### config.mk
export PLATFORM = sky130hd
export DESIGN_NAME = indent_whitespace_lint
export DESIGN_NICKNAME = d
export VERILOG_FILES = /design/src/hdl/iwl_pkg.sv /design/src/hdl/indent_whitespace_lint.sv
export SDC_FILE = /design/constraint.sdc
export NUM_CORES = 1
export LEC_CHECK = 0
export ABC_AREA = 1
export BUFFER_PORTS_ARGS = -buffer_cell sky130_fd_sc_hd__buf_2
export CORE_MARGIN = 1
export CORE_UTILIZATION = 30
export DETAILED_ROUTE_END_ITERATION = 10
export PLACE_DENSITY = 0.54
export SYNTH_ARGS = -nofsm -noshare
export SYNTH_HDL_FRONTEND = slang
export SYNTH_SLANG_ARGS = --single-unit
### constraint.sdc
create_clock -name clk_i -period 6.3 [get_ports clk_i]
set_input_delay 0.315 -clock clk_i [delete_from_list [all_inputs] [get_ports clk_i]]
set_output_delay 0.315 -clock clk_i [all_outputs]
set_load 0.05 [all_outputs]
### src/hdl/iwl_pkg.sv
// Shared types and constants for the indentation whitespace lint block.
`default_nettype none

package iwl_pkg;

  localparam int unsigned LineBitsDef  = 20;
  localparam int unsigned LineOutBits  = 20;
  localparam logic [7:0]  ErrLimitRst  = 8'd3;

  localparam logic [7:0]  ByteNl       = 8'd10;
  localparam logic [7:0]  ByteTab      = 8'd9;
  localparam logic [7:0]  ByteSpace    = 8'd32;

  typedef enum logic [2:0] {
    PhEmpty      = 3'd0,
    PhSpaceLead  = 3'd1,
    PhTabs       = 3'd2,
    PhTabContent = 3'd3,
    PhPlain      = 3'd4
  } phase_e;

  typedef enum logic [2:0] {
    FindSpaceIndent = 3'd0,
    FindTabOnly     = 3'd1,
    FindMixed       = 3'd2,
    FindInnerTab    = 3'd3,
    FindTrailing    = 3'd4,
    FindSkipping    = 3'd5
  } finding_e;

endpackage

`default_nettype wire

### src/hdl/indent_whitespace_lint.sv
// Top level of the indentation whitespace lint block.
//
// Bytes of a text file arrive on the slave stream, one per beat: tdata holds
// the byte, tlast marks end of file (byte ignored, an unterminated last line
// is closed, per-file state cleared). Each line closed by a newline gives at
// most one finding on the master stream: tdata carries the one-based line
// number, tuser the finding code. After error_limit findings the next line
// gives a skip notice and the rest of the file is silent.
// Throughput is one byte per cycle while tready is high, and findings are
// registered. Flags and counters are updated by a single level of logic
// behind the accepting edge. A stalled receiver holds the output register;
// one further finding lands in a skid register, and tready drops only while
// the skid is full. Reset empties both registers, clears all per-file state
// and sets the error limit to 3. The limit is written by the user through
// cfg_we_i / cfg_wdata_i only while idle; the block does not enforce it.
`default_nettype none

module indent_whitespace_lint #(
  parameter int unsigned LINE_BITS = iwl_pkg::LineBitsDef
) (
  input  wire logic        clk_i,
  input  wire logic        rst_ni,
  input  wire logic        s_axis_tvalid,
  output logic             s_axis_tready,
  input  wire logic [7:0]  s_axis_tdata,   // [7:0] text_byte
  input  wire logic        s_axis_tlast,   // end_of_text
  output logic             m_axis_tvalid,
  input  wire logic        m_axis_tready,
  output logic [23:0]      m_axis_tdata,   // [19:0] line_no, [23:20] zero
  output logic [2:0]       m_axis_tuser,   // [2:0] finding
  input  wire logic        cfg_we_i,
  input  wire logic [7:0]  cfg_wdata_i     // error_limit
);
  import iwl_pkg::*;

  logic [7:0]           err_limit_q;
  logic [LINE_BITS-1:0] line_cnt_q, line_cnt_d, line_next;
  logic [7:0]           err_cnt_q, err_cnt_d;
  logic                 stopped_q, stopped_d;
  phase_e               phase_q, phase_d;
  logic                 sp_after_q, sp_after_d;
  logic                 tab_in_q, tab_in_d;
  logic                 blank_q, blank_d;

  logic                 out_vld_q, out_vld_d;
  logic [LineOutBits-1:0] out_line_q, out_line_d;
  finding_e             out_find_q, out_find_d;
  logic                 skid_vld_q, skid_vld_d;
  logic [LineOutBits-1:0] skid_line_q, skid_line_d;
  finding_e             skid_find_q, skid_find_d;

  logic                 in_beat, pop, is_nl, is_tab, is_space, close;
  logic                 code_vld, res_vld;
  finding_e             code, res_find;
  logic [LineOutBits-1:0] res_line;
  logic [LINE_BITS+LineOutBits-1:0] line_ext;

  assign in_beat  = s_axis_tvalid && s_axis_tready;
  assign pop      = out_vld_q && m_axis_tready;
  assign is_nl    = (s_axis_tdata == ByteNl);
  assign is_tab   = (s_axis_tdata == ByteTab);
  assign is_space = (s_axis_tdata == ByteSpace);
  assign close    = s_axis_tlast ? (phase_q != PhEmpty) : is_nl;
  assign line_next = (&line_cnt_q) ? line_cnt_q : line_cnt_q + 1'b1;
  assign line_ext  = {{LineOutBits{1'b0}}, line_next};

  // line shape tracking
  always_comb begin
    phase_d    = phase_q;
    sp_after_d = sp_after_q;
    tab_in_d   = tab_in_q;
    blank_d    = blank_q;
    if (in_beat) begin
      if (close || s_axis_tlast) begin
        phase_d    = PhEmpty;
        sp_after_d = 1'b0;
        tab_in_d   = 1'b0;
        blank_d    = 1'b0;
      end else begin
        unique case (phase_q)
          PhEmpty: begin
            phase_d = is_space ? PhSpaceLead : (is_tab ? PhTabs : PhPlain);
          end
          PhTabs: begin
            if (!is_tab) begin
              phase_d    = PhTabContent;
              sp_after_d = is_space;
            end
          end
          PhTabContent: begin
            if (is_tab) tab_in_d = 1'b1;
          end
          default: ;
        endcase
        blank_d = is_tab || is_space;
      end
    end
  end

  // finding for the line being closed
  always_comb begin
    code_vld = 1'b0;
    code     = FindTrailing;
    unique case (phase_q)
      PhSpaceLead: begin
        code_vld = 1'b1;
        code     = FindSpaceIndent;
      end
      PhTabs: begin
        code_vld = 1'b1;
        code     = FindTabOnly;
      end
      PhTabContent: begin
        priority if (sp_after_q) begin
          code_vld = 1'b1;
          code     = FindMixed;
        end else if (tab_in_q) begin
          code_vld = 1'b1;
          code     = FindInnerTab;
        end else begin
          code_vld = blank_q;
        end
      end
      PhPlain: code_vld = blank_q;
      default: ;
    endcase
  end

  // counters and result
  always_comb begin
    line_cnt_d = line_cnt_q;
    err_cnt_d  = err_cnt_q;
    stopped_d  = stopped_q;
    res_vld    = 1'b0;
    res_find   = code;
    res_line   = line_ext[LineOutBits-1:0];
    if (in_beat && close && !stopped_q) begin
      if (err_cnt_q >= err_limit_q) begin
        stopped_d = 1'b1;
        res_vld   = 1'b1;
        res_find  = FindSkipping;
      end else begin
        line_cnt_d = line_next;
        if (code_vld) begin
          res_vld = 1'b1;
          if (!(&err_cnt_q)) err_cnt_d = err_cnt_q + 8'd1;
        end
      end
    end
    if (in_beat && s_axis_tlast) begin
      line_cnt_d = '0;
      err_cnt_d  = '0;
      stopped_d  = 1'b0;
    end
  end

  // output register and skid register
  always_comb begin
    out_vld_d   = out_vld_q;
    out_line_d  = out_line_q;
    out_find_d  = out_find_q;
    skid_vld_d  = skid_vld_q;
    skid_line_d = skid_line_q;
    skid_find_d = skid_find_q;
    if (skid_vld_q) begin
      if (pop) begin
        out_line_d = skid_line_q;
        out_find_d = skid_find_q;
        skid_vld_d = 1'b0;
      end
    end else if (res_vld) begin
      if (!out_vld_q || pop) begin
        out_vld_d  = 1'b1;
        out_line_d = res_line;
        out_find_d = res_find;
      end else begin
        skid_vld_d  = 1'b1;
        skid_line_d = res_line;
        skid_find_d = res_find;
      end
    end else if (pop) begin
      out_vld_d = 1'b0;
    end
  end

  always_ff @(posedge clk_i or negedge rst_ni) begin
    if (!rst_ni) begin
      err_limit_q <= ErrLimitRst;
      line_cnt_q  <= '0;
      err_cnt_q   <= '0;
      stopped_q   <= 1'b0;
      phase_q     <= PhEmpty;
      sp_after_q  <= 1'b0;
      tab_in_q    <= 1'b0;
      blank_q     <= 1'b0;
      out_vld_q   <= 1'b0;
      skid_vld_q  <= 1'b0;
    end else begin
      if (cfg_we_i) err_limit_q <= cfg_wdata_i;
      line_cnt_q <= line_cnt_d;
      err_cnt_q  <= err_cnt_d;
      stopped_q  <= stopped_d;
      phase_q    <= phase_d;
      sp_after_q <= sp_after_d;
      tab_in_q   <= tab_in_d;
      blank_q    <= blank_d;
      out_vld_q  <= out_vld_d;
      skid_vld_q <= skid_vld_d;
    end
  end

  always_ff @(posedge clk_i) begin
    out_line_q  <= out_line_d;
    out_find_q  <= out_find_d;
    skid_line_q <= skid_line_d;
    skid_find_q <= skid_find_d;
  end

  assign s_axis_tready = !skid_vld_q;
  assign m_axis_tvalid = out_vld_q;
  assign m_axis_tdata  = {{(24-LineOutBits){1'b0}}, out_line_q};
  assign m_axis_tuser  = out_find_q;

endmodule

`default_nettype wire

* Word level (Yosys, flattened, before mapping) *
Index checks and enable logic that the tools add are counted.

storage, ports and cells
  register bits = 91
  word-level logic and storage cells = 118

cells by class
  magnitude comparators = 1
  bitwise gates (word level) = 2
  muxes and demuxes = 51
  equality and inequality tests = 13
  reduce and logical (&&, ||, !) cells = 35
  add/subtract/negate cells = 2

operators by type and width
  cell                     number
  $mux W20                 8
  $mux W8                  5
  $mux W3                  12
  $mux W1                  23
  $add A20 B1 Y20 const B  1
  $reduce_and A20 Y1       1
  $reduce_and A3 Y1        6
  $reduce_bool A2 Y1       9
  $eq A8 B4 Y1 const B     2
  $ne A2 B1 Y1 const B     5
  $pmux W3 S3              1
  $add A8 B1 Y8 const B    1
  $eq A8 B6 Y1 const B     1
  $ge A8 B8 Y1             1
  $reduce_and A8 Y1        1
  $eq A3 B2 Y1 const B     2
  $pmux W3 S2              1
  $reduce_bool A3 Y1       2
  $logic_and A1 B1 Y1      5
  $reduce_and A2 Y1        2
  $reduce_and A4 Y1        1
  $eq A3 B1 Y1 const B     1
  $eq A3 B3 Y1 const B     1
  $logic_not A1 Y1         3
  other kinds (6)          9

* Logic depth before layout (Yosys ltp) *
  depth in word-level cells = 8
  gate-level depth with buffers = 14
  depth with buffers taken out = 13

* Worst setup path before layout *
OpenSTA, ideal clock, no wires.

  kind = reg-to-reg
  start point = register err_limit_q[1]
  end point = register out_find_q[0], in the netlist m_axis_tuser[0], enable pin
  slack = 3477 ps
  clock period less this slack = 2823 ps
  buffers on the path = 0
  library setup time = 411 ps
  stages on the path, launching flop included = 11
  data arrival time = 2413 ps
  cells stage by stage = dfstp_2 inv_1 ha_1 nand2_1 nor2_1 nor2_1 nand2_1 nand2_1 nand3_1 nand2_1 a21oi_1

on the way
  word-level cells in the longest chain between the ends = 5

ends and longest elaborated chain
  item                                 line                           RTL
  start, declared                      indent_whitespace_lint.sv:36   logic [7:0] err_limit_q;
  start signal, assigned               indent_whitespace_lint.sv:188  err_limit_q <= ErrLimitRst;
  start signal, assigned               indent_whitespace_lint.sv:199  if (cfg_we_i) err_limit_q <= cfg_wdata_i;
  $ge A8 B8 Y1                         indent_whitespace_lint.sv:138  if (err_cnt_q >= err_limit_q) begin
  $mux W1                              indent_whitespace_lint.sv:138
  $mux W1                              indent_whitespace_lint.sv:137  if (in_beat && close && !stopped_q) begin
  $reduce_bool A2 Y1 (no source line)  --
  $reduce_and A3 Y1 (no source line)   --
  end signal, assigned                 indent_whitespace_lint.sv:214  out_find_q <= out_find_d;
  end, declared                        indent_whitespace_lint.sv:47   finding_e out_find_q, out_find_d;

No other way between the ends.
A chain may end at the register's enable or synchronous reset.

* Worst setup path after layout *
  start point = register skid_vld_q
  end point = register skid_line_q[15], enable pin

on the way
  word-level cells in the longest chain between the ends = 6
  elaborated cells between the ends (all ways) = 7
  those cells by class = mux (1); bitwise (1); reduce/logical (5)

ends and longest elaborated chain
  item                                  line                           RTL
  start, declared                       indent_whitespace_lint.sv:48   logic skid_vld_q, skid_vld_d;
  start signal, assigned                indent_whitespace_lint.sv:208  skid_vld_q <= skid_vld_d;
  $logic_not A1 Y1                      indent_whitespace_lint.sv:219  assign s_axis_tready = !skid_vld_q;
  $logic_and A1 B1 Y1                   indent_whitespace_lint.sv:58   assign in_beat = s_axis_tvalid && s_axis_tready;
  $logic_and A1 B1 Y1 (2 in series)     indent_whitespace_lint.sv:137
  $mux W1                               indent_whitespace_lint.sv:137
  $reduce_and A3 Y1 (no source line) *  --
  end signal, assigned                  indent_whitespace_lint.sv:215  skid_line_q <= skid_line_d;
  end, declared                         indent_whitespace_lint.sv:49   logic [LineOutBits-1:0] skid_line_q, skid_line_d;

Mark *: on every way between the ends. The rest lies on a longest branch, timed or not.

==> flow_metrics.env <==
export IMPL_outcome="finished, final reports clean"
export IMPL_async_reset_ff_share_pct=49.5
export IMPL_synthDistinctLibCells=36
export IMPL_antenna_found_initial=0
export IMPL_grt_pass1_wl_um=17700
export IMPL_multi_input_area_sq_um=1930
export IMPL_antennaDiodeCount=0
export IMPL_cts_setup_buffers=0
export IMPL_vdd_ir_drop_max_mv=0.111
export IMPL_nets=642
export IMPL_report_final_slew_viol_count=0
export IMPL_power_w=0.00122
export IMPL_grt_max_degree=46
export IMPL_arrival_ps=2720
export IMPL_synth_edf_count=46
export IMPL_leakagePower_nw=2.68
export IMPL_synth_most_common_cell="nand2_1"
export IMPL_dp_cells=810
export IMPL_max_slew_margin_pct=17.6
export IMPL_clockRootBuffer="clkbuf_16"
export IMPL_grt_util_all_layers_pct=13.8
export IMPL_final_util_pct=35.7
export IMPL_die_y_um=128
export IMPL_coreArea_sq_um=15300
export IMPL_place_area_sq_um=5170
export IMPL_worstSetupPathType="flip-flop to flip-flop"
export IMPL_syn_cell_area_sq_um=4730
export IMPL_yosys_area_top_type="edfxtp_1"
export IMPL_clkSinkCount=91
export IMPL_yosysWarnings=0
export IMPL_vias_per_cell=4.53
export IMPL_numPortBuffers=46
export IMPL_drc=0
export IMPL_vias=3742
export IMPL_required_ps=6260
export IMPL_finalCritPeriodShare_pct=43.8
export IMPL_drive_above_1_share_pct=14.3
export IMPL_clockBufferDepth=2
export IMPL_drt_iter0_markers=223
export IMPL_p_per_area_nw_per_um2=223
export IMPL_synth_top_area_share_pct=29.2
export IMPL_ioPinCount=51
export IMPL_seq_area_frac_synth_pct=53.1
export IMPL_place_congestion=0.828
export IMPL_syn_area_per_cell_sq_um=8.36
export IMPL_synth_top_cells_by_count="nand2_1, nor2_1, inv_1"
export IMPL_endpoint_kind="flip-flop"
export IMPL_crit_fanout=23
export IMPL_grt_pass1_vias=3784
export IMPL_maxCapViolCount=0
export IMPL_synth_cells=565
export IMPL_rows=45
export IMPL_grt_overflow_total=0
export IMPL_cts_max_level=3
export IMPL_fin_setup_tns_ps=0
export IMPL_fmax_ghz=0.362
export IMPL_dp_hpwl_um=7200
export IMPL_clkTransAtPathRegs_ps=70
export IMPL_dieArea_sq_um=16300
export IMPL_synth_flop_cell="edfxtp_1"
export IMPL_fin_area_sq_um=5460
export IMPL_fin_skew_ps=7.34
export IMPL_start_kind="flip-flop"
export IMPL_drtPass1Iterations=4
export IMPL_area_growth_pct=15.5
export IMPL_stdcell_count=826
export IMPL_wl_per_cell_um=12.2
export IMPL_hold_path_class="primary input to asynchronous set/reset pin"
export IMPL_initial_core_util_pct=30.9
export IMPL_min_period_ps=2760
export IMPL_ys_ff_latch=91
export IMPL_setup_violations=0
export IMPL_wl_um=10100
export IMPL_ant_nets=0
export IMPL_rsz0062_at_grt="no"
export IMPL_clock_latency_ps=350
export IMPL_worst_pin_slew_ps=1230
export IMPL_synth_area_top_cells="edfxtp_1, dfrtp_1, nand2_1"
export IMPL_hold_viol_final=0
export IMPL_die_w_um=128
export IMPL_register_area_sq_um=2510
export IMPL_cts_inserted_buffers=9
export IMPL_cts_tree="yes"
export IMPL_num_fill_cells=1636
export IMPL_cts_resized_gates=0
export IMPL_postCtsHoldBufs=0
==> layer usage <==
layer	share of wire, %	vias to the layer above	track usage [%]	wire [um]
li1	-	1913	-	-
met1	45	1752	16.2	4510
met5	0	-	0	0
met2	50	63	24.6	5060
met4	1.3	0	3.92	127
met3	4.0	14	3.85	399
==> flip-flops by register name, indices dropped and copies added, names as in the netlist <==
| signal | count |
|---|---|
| skid_line_q | 20 |
| m_axis_tuser | 3 |
| tab_in_q | 1 |
| err_limit_q | 8 |
| err_cnt_q | 8 |
| line_cnt_q | 20 |
| skid_find_q | 3 |
| phase_q | 3 |
| m_axis_tvalid | 1 |
| out_line_q | 20 |
| sp_after_q | 1 |
| blank_q | 1 |
| skid_vld_q | 1 |
| stopped_q | 1 |
==> area by class of cell <==
cell class                 count  share of cell area (%)
clock buffer                  10                    4.19
clock inverter                 6                    1.19
inverter                      55                    3.78
multi-input combinational    404                    35.4
sequential                    91                    46.0
tap                          211                    4.84
timing repair buffer          49                    4.63
==> layout by cell type (no fill, tap or decap), types with 4 or more instances in the layout <==
| cell | count |
|---|---|
| edfxtp_1 | 46 |
| nor3_1 | 4 |
| nor2_2 | 4 |
| dfrtp_1 | 43 |
| nand2_1 | 209 |
| nand4_1 | 14 |
| a31oi_1 | 12 |
| a21oi_1 | 6 |
| xor2_1 | 7 |
| xnor2_1 | 8 |
| ha_1 | 10 |
| inv_1 | 52 |
| o21ai_0 | 13 |
| nor2_1 | 54 |
| buf_2 | 46 |
| conb_1 | 4 |
| nor2_4 | 4 |
| nand3_1 | 34 |
| clkbuf_16 | 9 |
==> kinds of logic (layout without fill, tap and decap cells) <==
group	count (synthesis)	in the layout	synth area share [%]
xor+xnor	15	15	2.78
mux	1	1	0.238
other cells	1	4	0.0794
buf+inv	73	120	6.46
compound gates	40	40	4.90
fa+ha+maj	10	10	2.65
simple gates	334	334	29.8
flops	91	91	53.1
==> per-stage QoR <==
stage | hold slack, ps | setup slack, ps
2_1_floorplan | 19.4 | 3480
3_3_place_gp | 489 | 3570
3_5_place_dp | 489 | 3470
4_1_cts | 159 | 3460
5_1_grt | 180 | 3250
6_report | 168 | 3540
==> power breakdown <==
part           internal [W]  total (W)  switching, W  leakage, nW
clock              0.000308   0.000537      0.000229        0.143
combinational     0.0000155  0.0000522     0.0000367         1.43
sequential         0.000628   0.000630    0.00000278         1.10
==> critical path, stage by stage (launching register included) <==
cell and delay, ps:
dfrtp_1 610, nor2_4 250, nand3_1 90, inv_1 50
nand2_1 110, inv_1 180, nand2_1 130, nor2_2 940
==> path summary, 6_finish.rpt <==
kind | startpoint | end | slack [ps] | cells past startpoint
min in group clk_i | cfg_wdata_i[3] | err_limit_q[3] | 170 | 3
max reg2reg | skid_vld_q | skid_line_q[15] | 3540 | 7
min reg2reg | err_limit_q[1] | err_limit_q[1] | 490 | 2
min | rst_ni | line_cnt_q[8] | 170 | 1
max in group asynchronous | rst_ni | phase_q[0] | 5470 | 1
max | skid_vld_q | skid_line_q[15] | 3540 | 7
Power figures use the tool's default switching activity.
